<file path="src/hw/rtl/ptts_pkg.sv">
package ptts_pkg;

    // Bank size and counter width
    localparam int NUM_TASKS   = 8;
    localparam int COUNT_WIDTH = 16;
    localparam int PERIOD_W    = 16;
    localparam int FIRE_W      = 8;
    localparam int KIND_W      = 3;
    localparam int INDEX_W     = 8;
    localparam int TASK_SEL_W  = (NUM_TASKS > 1) ? $clog2(NUM_TASKS) : 1;
    localparam int CMP_W       = (COUNT_WIDTH > PERIOD_W) ? COUNT_WIDTH : PERIOD_W;

    localparam logic [COUNT_WIDTH-1:0] COUNT_MAX = {COUNT_WIDTH{1'b1}};

    // Request kinds
    localparam logic [KIND_W-1:0] REQ_TICK        = 3'd0;
    localparam logic [KIND_W-1:0] REQ_ENABLE      = 3'd1;
    localparam logic [KIND_W-1:0] REQ_DISABLE     = 3'd2;
    localparam logic [KIND_W-1:0] REQ_SET_PERIOD  = 3'd3;
    localparam logic [KIND_W-1:0] REQ_READ_STATUS = 3'd4;

    // Status codes
    localparam logic STATUS_OK        = 1'b0;
    localparam logic STATUS_BAD_INDEX = 1'b1;

    typedef struct packed {
        logic [KIND_W-1:0]   req_type;
        logic [INDEX_W-1:0]  task_index;
        logic [PERIOD_W-1:0] period_value;
    } req_t;

    typedef struct packed {
        logic [FIRE_W-1:0] fire_mask;
        logic              status_code;
        logic              task_enabled;
    } rsp_t;

    // Command from the input stage to the task bank
    typedef struct packed {
        logic                  go;
        logic [KIND_W-1:0]     kind;
        logic                  in_range;
        logic [TASK_SEL_W-1:0] sel;
        logic [PERIOD_W-1:0]   period;
    } bank_cmd_t;

    typedef struct packed {
        logic [FIRE_W-1:0] fire_mask;
        logic              task_enabled;
    } bank_res_t;

    // Period of each task after reset
    function automatic logic [PERIOD_W-1:0] reset_period(input int idx);
        logic [PERIOD_W-1:0] p;
        unique case (idx)
            0:       p = 16'd1000;
            1:       p = 16'd40;
            2:       p = 16'd80;
            3:       p = 16'd60;
            4:       p = 16'd1000;
            5:       p = 16'd5000;
            6:       p = 16'd3000;
            7:       p = 16'd100;
            default: p = '0;
        endcase
        return p;
    endfunction

endpackage

</file>
<file path="src/hw/rtl/ptts_task_bank.sv">
module ptts_task_bank
    import ptts_pkg::*;
(
    input  logic      clk,
    input  logic      rst_n,
    input  bank_cmd_t cmd,
    output bank_res_t res
);

    logic [PERIOD_W-1:0]    period_reg [NUM_TASKS];
    logic [PERIOD_W-1:0]    period_next [NUM_TASKS];
    logic [COUNT_WIDTH-1:0] count_reg [NUM_TASKS];
    logic [COUNT_WIDTH-1:0] count_next [NUM_TASKS];
    logic [NUM_TASKS-1:0]   enable_reg;
    logic [NUM_TASKS-1:0]   enable_next;
    logic [NUM_TASKS-1:0]   hit;

    // Per-task counter update: saturating increment, one compare
    for (genvar t = 0; t < NUM_TASKS; t++)
    begin : g_task
        logic [COUNT_WIDTH-1:0] inc;
        logic                   addressed;

        assign inc = (count_reg[t] == COUNT_MAX) ? count_reg[t]
                                                 : count_reg[t] + 1'b1;
        assign hit[t] = enable_reg[t]
                      && (CMP_W'(inc) >= CMP_W'(period_reg[t]));
        assign addressed = cmd.in_range
                         && (cmd.sel == TASK_SEL_W'(t));

        always_comb
        begin
            period_next[t] = period_reg[t];
            count_next[t]  = count_reg[t];
            enable_next[t] = enable_reg[t];
            if (cmd.go)
            begin
                if (cmd.kind == REQ_TICK)
                begin
                    if (enable_reg[t])
                        count_next[t] = hit[t] ? '0 : inc;
                end
                else if (addressed)
                begin
                    if (cmd.kind == REQ_ENABLE)
                        enable_next[t] = 1'b1;
                    else if (cmd.kind == REQ_DISABLE)
                    begin
                        enable_next[t] = 1'b0;
                        count_next[t]  = '0;
                    end
                    else if (cmd.kind == REQ_SET_PERIOD)
                        period_next[t] = cmd.period;
                end
            end
        end

        always_ff @(posedge clk or negedge rst_n)
        begin
            if (!rst_n)
            begin
                period_reg[t] <= reset_period(t);
                count_reg[t]  <= '0;
                enable_reg[t] <= 1'b0;
            end
            else
            begin
                period_reg[t] <= period_next[t];
                count_reg[t]  <= count_next[t];
                enable_reg[t] <= enable_next[t];
            end
        end
    end

    // Fire mask shows tasks 0..FIRE_W-1 only
    for (genvar b = 0; b < FIRE_W; b++)
    begin : g_fire
        if (b < NUM_TASKS)
        begin : g_live
            assign res.fire_mask[b] = (cmd.kind == REQ_TICK) && hit[b];
        end
        else
        begin : g_pad
            assign res.fire_mask[b] = 1'b0;
        end
    end

    // Status read of the addressed task
    assign res.task_enabled = (cmd.kind == REQ_READ_STATUS) && cmd.in_range
                            && enable_reg[cmd.sel];

endmodule

</file>
<file path="src/hw/rtl/periodic_task_tick_scheduler_core.sv">
// A request transaction passes the input register, then the response register.
// Throughput: one request per cycle unless the receiver stalls; the input and
// response registers each hold one transaction; task counters update in parallel.
// Reset (rst_n low, asynchronous): all tasks disabled, counters cleared,
// periods back to their defaults, both stages empty.
module periodic_task_tick_scheduler_core
    import ptts_pkg::*;
(
    input  logic clk,
    input  logic rst_n,
    input  logic req_valid,
    output logic req_stall,
    input  req_t req,
    output logic rsp_valid,
    input  logic rsp_stall,
    output rsp_t rsp
);

    logic      in_vld_reg;
    req_t      in_reg;
    logic      rsp_vld_reg;
    rsp_t      rsp_reg;
    rsp_t      rsp_next;
    logic      advance;
    logic      in_range;
    bank_cmd_t cmd;
    bank_res_t res;

    // Stage moves on when the response register is free or being emptied
    assign advance   = !rsp_vld_reg || !rsp_stall;
    assign req_stall = in_vld_reg && !advance;

    // Input register
    always_ff @(posedge clk or negedge rst_n)
    begin
        if (!rst_n)
            in_vld_reg <= 1'b0;
        else if (!req_stall)
            in_vld_reg <= req_valid;
    end

    always_ff @(posedge clk)
    begin
        if (req_valid && !req_stall)
            in_reg <= req;
    end

    // Decode for the task bank
    assign in_range = in_reg.task_index < INDEX_W'(NUM_TASKS);

    always_comb
    begin
        cmd.go       = in_vld_reg && advance;
        cmd.kind     = in_reg.req_type;
        cmd.in_range = in_range;
        cmd.sel      = in_reg.task_index[TASK_SEL_W-1:0];
        cmd.period   = in_reg.period_value;
    end

    ptts_task_bank u_bank (
        .clk   (clk),
        .rst_n (rst_n),
        .cmd   (cmd),
        .res   (res)
    );

    // Response assembly
    always_comb
    begin
        rsp_next.fire_mask    = res.fire_mask;
        rsp_next.task_enabled = res.task_enabled;
        if ((in_reg.req_type != REQ_TICK) && (in_reg.req_type <= REQ_READ_STATUS)
            && !in_range)
            rsp_next.status_code = STATUS_BAD_INDEX;
        else
            rsp_next.status_code = STATUS_OK;
    end

    // Response register
    always_ff @(posedge clk or negedge rst_n)
    begin
        if (!rst_n)
            rsp_vld_reg <= 1'b0;
        else if (advance)
            rsp_vld_reg <= in_vld_reg;
    end

    always_ff @(posedge clk)
    begin
        if (cmd.go)
            rsp_reg <= rsp_next;
    end

    assign rsp_valid = rsp_vld_reg;
    assign rsp       = rsp_reg;

    // Checks
    a_stall_only_when_full: assert property (@(posedge clk) disable iff (!rst_n)
        req_stall |-> (in_vld_reg && rsp_vld_reg))
        else $error("input stalled with a free stage");

    a_move_gives_rsp: assert property (@(posedge clk) disable iff (!rst_n)
        cmd.go |=> rsp_vld_reg)
        else $error("transaction lost between stages");

    a_bad_index_quiet: assert property (@(posedge clk) disable iff (!rst_n)
        (rsp_vld_reg && (rsp_reg.status_code == STATUS_BAD_INDEX))
        |-> ((rsp_reg.fire_mask == '0) && !rsp_reg.task_enabled))
        else $error("bad index response carries data");

    a_status_no_fire: assert property (@(posedge clk) disable iff (!rst_n)
        (rsp_vld_reg && rsp_reg.task_enabled) |-> (rsp_reg.fire_mask == '0))
        else $error("status read reports firing");

endmodule

</file>
<file path="config.mk">
export PLATFORM = sky130hd
export DESIGN_NAME = periodic_task_tick_scheduler_core
export DESIGN_NICKNAME = d
export VERILOG_FILES = /design/src/hw/rtl/ptts_pkg.sv /design/src/hw/rtl/ptts_task_bank.sv /design/src/hw/rtl/periodic_task_tick_scheduler_core.sv
export SDC_FILE = /design/constraint.sdc
export NUM_CORES = 1
export LEC_CHECK = 0
export ABC_CLOCK_PERIOD_IN_PS = 3500
export BUFFER_PORTS_ARGS = -buffer_cell sky130_fd_sc_hd__buf_2
export CORE_MARGIN = 4
export CORE_UTILIZATION = 55
export CTS_CLUSTER_DIAMETER = 120
export DETAILED_ROUTE_END_ITERATION = 8
export PLACE_DENSITY_LB_ADDON = 0.12
export SLEW_MARGIN = 20
export SYNTH_ARGS = -nofsm -noshare
export SYNTH_HDL_FRONTEND = slang
export SYNTH_HIERARCHICAL = 1
export SYNTH_SLANG_ARGS = --single-unit
</file>
<file path="constraint.sdc">
create_clock -name clk -period 3.5 [get_ports clk]
set_clock_uncertainty 0.15 [all_clocks]
set_input_delay 0.175 -clock clk [delete_from_list [all_inputs] [get_ports clk]]
set_output_delay 0.175 -clock clk [all_outputs]
set_load 0.01 [all_outputs]
</file>
* Word level (Yosys, flattened, before mapping)
Cells that the tools add are included.
** Operators by class
- Magnitude comparators :: 11
- Reduce and logical (&&, ||, !) cells :: 74
- $add $sub $neg :: 8
- Bitwise logic cells :: 3
- Mux-type cells :: 47
- Equal/unequal tests :: 28
** Operators by type and width (number)
- $mux W16 :: 42
- $add A16 B1 Y16 const B :: 8
- $eq A16 B16 Y1 const B :: 8
- $ge A16 B16 Y1 :: 8
- $reduce_and A6 Y1 :: 8
- $reduce_and A5 Y1 :: 8
- $reduce_and A4 Y1 :: 8
- $logic_and A1 B1 Y1 :: 31
- $reduce_bool A2 Y1 :: 10
- $ne A2 B1 Y1 const B :: 9
- $eq A3 B3 Y1 const B :: 5
- $eq A3 B2 Y1 const B :: 4
- $lt A8 B4 Y1 const B :: 1
- $eq A3 B1 Y1 const B :: 2
- $logic_not A3 Y1 :: 2
- $logic_not A1 Y1 :: 5
- $lt A3 B4 Y1 const B :: 1
- $mux W1 :: 4
- $bmux W1 S3 :: 1
- $le A3 B3 Y1 const B :: 1
- $not A1 Y1 :: 3
- $reduce_bool A3 Y1 :: 1
- $logic_or A1 B1 Y1 :: 1
** Storage, ports and cells
- Word-level logic and storage cells :: 203
- Output and inout port bits :: 12
- Input bits :: 31
- Bits in registers :: 303

* Depth between registers and ports, before layout
- Word-level depth :: 7
- Depth in mapped cells :: 17

* Hierarchy
The synthesis kept the hierarchy.
** By module, submodules not included
- ptts_task_bank :: area an instance 16812.4 sq um, cells each 1851, sequential area each 6650.1 sq um, times used 1
- periodic_task_tick_scheduler_core :: area an instance 1233.7 sq um, cells each 50, sequential area each 1161.1 sq um, times used 1

* Worst setup path before layout
OpenSTA, ideal clock, no wires.
- Path kind :: register to register
- From :: register u_bank/count_reg[0] (netlist bit)
- To :: register u_bank/count_reg[13] (netlist bit)
- Data required time :: 3.229 ns
- Cell stages (with the launch flop) :: 14
- Slack :: -0.088 ns
- Arrival :: 3.317 ns
- Buffers on the path :: 1
- Setup time :: 0.121 ns
- Cell sequence :: dfrtp_1 > ha_1 > and3_1 > nand4_1 > o2111ai_1 > nor3_1 > or2_2 > ha_1 > nand4_1 > a2111oi_0 > a211oi_2 > and2_1 > buf_4 > a22o_1
** On the way
- Word-level cells in the longest chain between the ends :: 7
- Elaborated cells between the ends (all ways) :: 8
** Ends and longest elaborated chain
- start, declared :: line ptts_task_bank.sv:12 : logic [COUNT_WIDTH-1:0] count_reg [NUM_TASKS];
- start signal, assigned by index :: line ptts_task_bank.sv:69 : count_reg[t] <= count_next[t];
- $add A16 B1 Y16 or $eq A16 B16 Y1 (tied branches) :: line ptts_task_bank.sv:25, ptts_task_bank.sv:24
- $mux W16 * :: line ptts_task_bank.sv:24 : assign inc = (count_reg[t] == COUNT_MAX) ? count_reg[t]
- $ge A16 B16 Y1 :: line ptts_task_bank.sv:27 : && (CMP_W'(inc) >= CMP_W'(period_reg[t]));
- $logic_and A1 B1 Y1 :: line ptts_task_bank.sv:27
- $mux W16 * :: line ptts_task_bank.sv:41 : count_next[t] = hit[t] ? '0 : inc;
- $mux W16 * :: line ptts_task_bank.sv:40 : if (enable_reg[t])
- $mux W16 * :: line ptts_task_bank.sv:38 : if (cmd.kind == REQ_TICK)
Every way passes the cells marked *; elsewhere a longest branch is shown, timed or not. The select of a mux whose other input is x is not followed.
A chain may end at the register's enable or synchronous reset.

* Worst setup path after layout
- From :: register u_bank/count_reg[32] (netlist bit)
- To :: register u_bank/count_reg[38] (netlist bit)
Same word-level chain as after synthesis.

==> flow_metrics.env <==
export IMPL_dp_hpwl_um=31600
export IMPL_arrival_ps=3730
export IMPL_ant_nets=0
export IMPL_clock_sinks=303
export IMPL_finalMaxSlewViolations=0
export IMPL_diodes=0
export IMPL_finalCritPeriodShare_pct=98.5
export IMPL_syn_avg_cell_area_um2=9.49
export IMPL_pwr_share_clk_pct=47.2
export IMPL_reg2regPathDepth=15
export IMPL_drt_wl_total_um=48100
export IMPL_cts_tree="yes"
export IMPL_portBuffers=42
export IMPL_area_growth_pct=20.9
export IMPL_vias_per_cell=5.97
export IMPL_dieArea_um2=35800
export IMPL_cap_violations=0
export IMPL_firstDrtPassIters=6
export IMPL_coreArea_um2=32500
export IMPL_async_reset_ff_share_pct=87.8
export IMPL_synthSimpleGateAreaFrac_pct=17.0
export IMPL_switchingPower_uw=2130
export IMPL_cts_buffers=36
export IMPL_synth_main_ff_cell="dfrtp_1"
export IMPL_yosysWarnings=6
export IMPL_critPathLaunchType="flop"
export IMPL_vias=15100
export IMPL_synth_compound_area_share_pct=17.8
export IMPL_tightest_slew_ps=1080
export IMPL_p_int_uw=6770
export IMPL_tns_ps=0
export IMPL_worstPathRequired_ps=3780
export IMPL_clock_fmax_ghz=0.290
export IMPL_endpoint_kind="flop"
export IMPL_drc=0
export IMPL_ys_seq_area_share_pct=43.3
export IMPL_grt_pass1_wl_um=75500
export IMPL_clockRootBuffer="clkbuf_16"
export IMPL_fin_nets=2229
export IMPL_ys_ff_latch=303
export IMPL_grt_max_degree=92
export IMPL_synth_fa_ha_area_share_pct=9.43
export IMPL_synth_area_um2=18000
export IMPL_vdd_drop_max_mv=0.536
export IMPL_leakagePower_uw=0.0104
export IMPL_synth_nets=2068
export IMPL_syn_inst=1901
export IMPL_grt_pass1_vias=14400
export IMPL_slew_headroom_pct=27.2
export IMPL_critPathKind="flop to flop"
export IMPL_outcome="finished clean"
export IMPL_clock_path_buffers=3
export IMPL_post_drt_wl_per_cell_um=19.0
export IMPL_synth_top_family_by_area="compound AO/OA/AOI/OAI gates"
export IMPL_cts_max_level=2
export IMPL_p_sw_share_pct=24.0
export IMPL_gp_congestion=0.863
export IMPL_antenna_found_initial=0
export IMPL_yosysTopAreaCellShare_pct=32.0
export IMPL_drive_gt1_share_pct=21.5
export IMPL_setup_viol=0
export IMPL_chipWidth_um=189
export IMPL_synth_top_area_cell="dfrtp_1"
export IMPL_synthTopCellsByArea="dfrtp_1 (32%), ha_1 (9.4%), edfxtp_1 (6.2%)"
export IMPL_hold_violations=0
export IMPL_ios=43
export IMPL_seqPwrFrac_pct=43.1
export IMPL_synthDistinctLibCells=73
export IMPL_overflow=0
export IMPL_synth_edf_count=37
export IMPL_rows=66
export IMPL_fill_cells=2516
export IMPL_drtIter0Drc=1249
export IMPL_start_util_pct=55.6
export IMPL_ys_top_cells_by_count="dfrtp_1 (231), nand2_1 (200), o21ai_0 (147)"
export IMPL_clk_pin_slew_ps=60
export IMPL_synth_most_common_cell="dfrtp_1"
export IMPL_synth_xor_area_share_pct=3.49
export IMPL_hold_slack_ps=60.7
export IMPL_synthMuxAreaShare_pct=3.54
export IMPL_hp_class="input pin to async pin"
export IMPL_finalPower_uw=8910
export IMPL_clk_latency_ps=530
export IMPL_cp_max_fo=14
export IMPL_grt_setup_unrepaired="true"
export IMPL_die_h_um=189
export IMPL_grt_use_total_pct=25.9
export IMPL_fin_util_pct=67.2
export IMPL_power_frac_comb_pct=9.7
export IMPL_fin_crit_ps=3450
export IMPL_power_density_nw_per_um2=408
==> final timing paths <==
kind                                 startpoint                   end  slack [ps]
setup / recovery           u_bank/count_reg[32]  u_bank/count_reg[38]          50
hold / removal                            rst_n  u_bank/count_reg[94]          60
min in group clk                        req[18]               cmd[18]         200
max in group asynchronous                 rst_n  u_bank/count_reg[69]        2110
setup reg to reg           u_bank/count_reg[32]  u_bank/count_reg[38]          50
hold reg to reg                      in_vld_reg             rsp_valid         340
==> kinds of logic (layout without fill, tap and decap cells) <==
family	count (synthesis)	in the layout
muxes	56	56
and+or+nand+nor	595	596
DFF	303	303
adders and majority gates	136	136
AOI/OAI and AO/OA	501	501
buffers and inverters	238	426
xor gates and xnor gates	72	72
==> worst max-delay path, stage by stage (launching register included) <==
cell      delay (ps)
dfrtp_1          400
ha_2             240
nand2_2           90
nor3_4           250
a31oi_4          150
and3_4           220
xor2_1           140
ha_1             330
a21oi_2          200
nor2b_4          160
o211ai_1         160
a211oi_4         260
buf_4            160
buf_12           130
a31oi_2          100
a31oi_1          180
==> placed cells by master, fill, tap and decap left out, drive strengths merged, types with 43 or more instances in the layout <==
| cell | n |
|---|---|
| nand4 | 51 |
| a31oi | 63 |
| nor2 | 70 |
| inv | 146 |
| nand2 | 200 |
| xnor2 | 45 |
| dfrtp | 231 |
| mux2 | 43 |
| a21oi | 108 |
| clkbuf | 51 |
| ha | 136 |
| nand3 | 84 |
| o21ai | 152 |
| buf | 183 |
==> routing by layer <==
layer	share of wire [%]	up-vias	track usage, %
li1	-	7196	-
met1	45	7355	36.5
met2	47	460	42.3
met3	5.3	93	3.95
met4	2.8	0	7.03
met5	0	-	0
==> power by group through the flow <==
stage	clock network (uW)	registers, uW	logic (uW)
6_report	4210	3830	864
5_1_grt	4440	3840	951
4_1_cts	4300	3830	725
3_5_place_dp	0	3890	688
3_3_place_gp	0	3890	660
2_1_floorplan	0	3820	418
==> per-stage QoR <==
step	instance area, um2	cells	setup WS, ps
6_report	21800	2532	53.0
5_1_grt	21800	2532	-90.2
4_1_cts	20900	2491	11.1
3_5_place_dp	19200	2392	-87.5
3_3_place_gp	19200	2392	-39.1
2_1_floorplan	18100	1901	8.79
==> repair_timing <==
action / 4_1_cts / 5_1_grt
setup buffers: 2 / 36
hold buffers: 31 / 0
gates cloned: 0 / 5
hold endpoints to repair: 98 / 0
pin swaps: 1 / 38
setup endpoints to repair: 37 / 128
gates resized for setup: 11 / 119
==> layout make-up <==
class | instances | area (um2) | area share, %
Clock buffer | 48 | 1010 | 4.62
Clock inverter | 18 | 329 | 1.51
Inverter | 143 | 537 | 2.46
Multi-Input combinational cell | 1361 | 9810 | 45.0
Sequential cell | 303 | 7830 | 35.9
Tap cell | 442 | 553 | 2.53
Timing Repair Buffer | 217 | 1750 | 8.03
No activity file was read; power rests on OpenSTA's default activity.
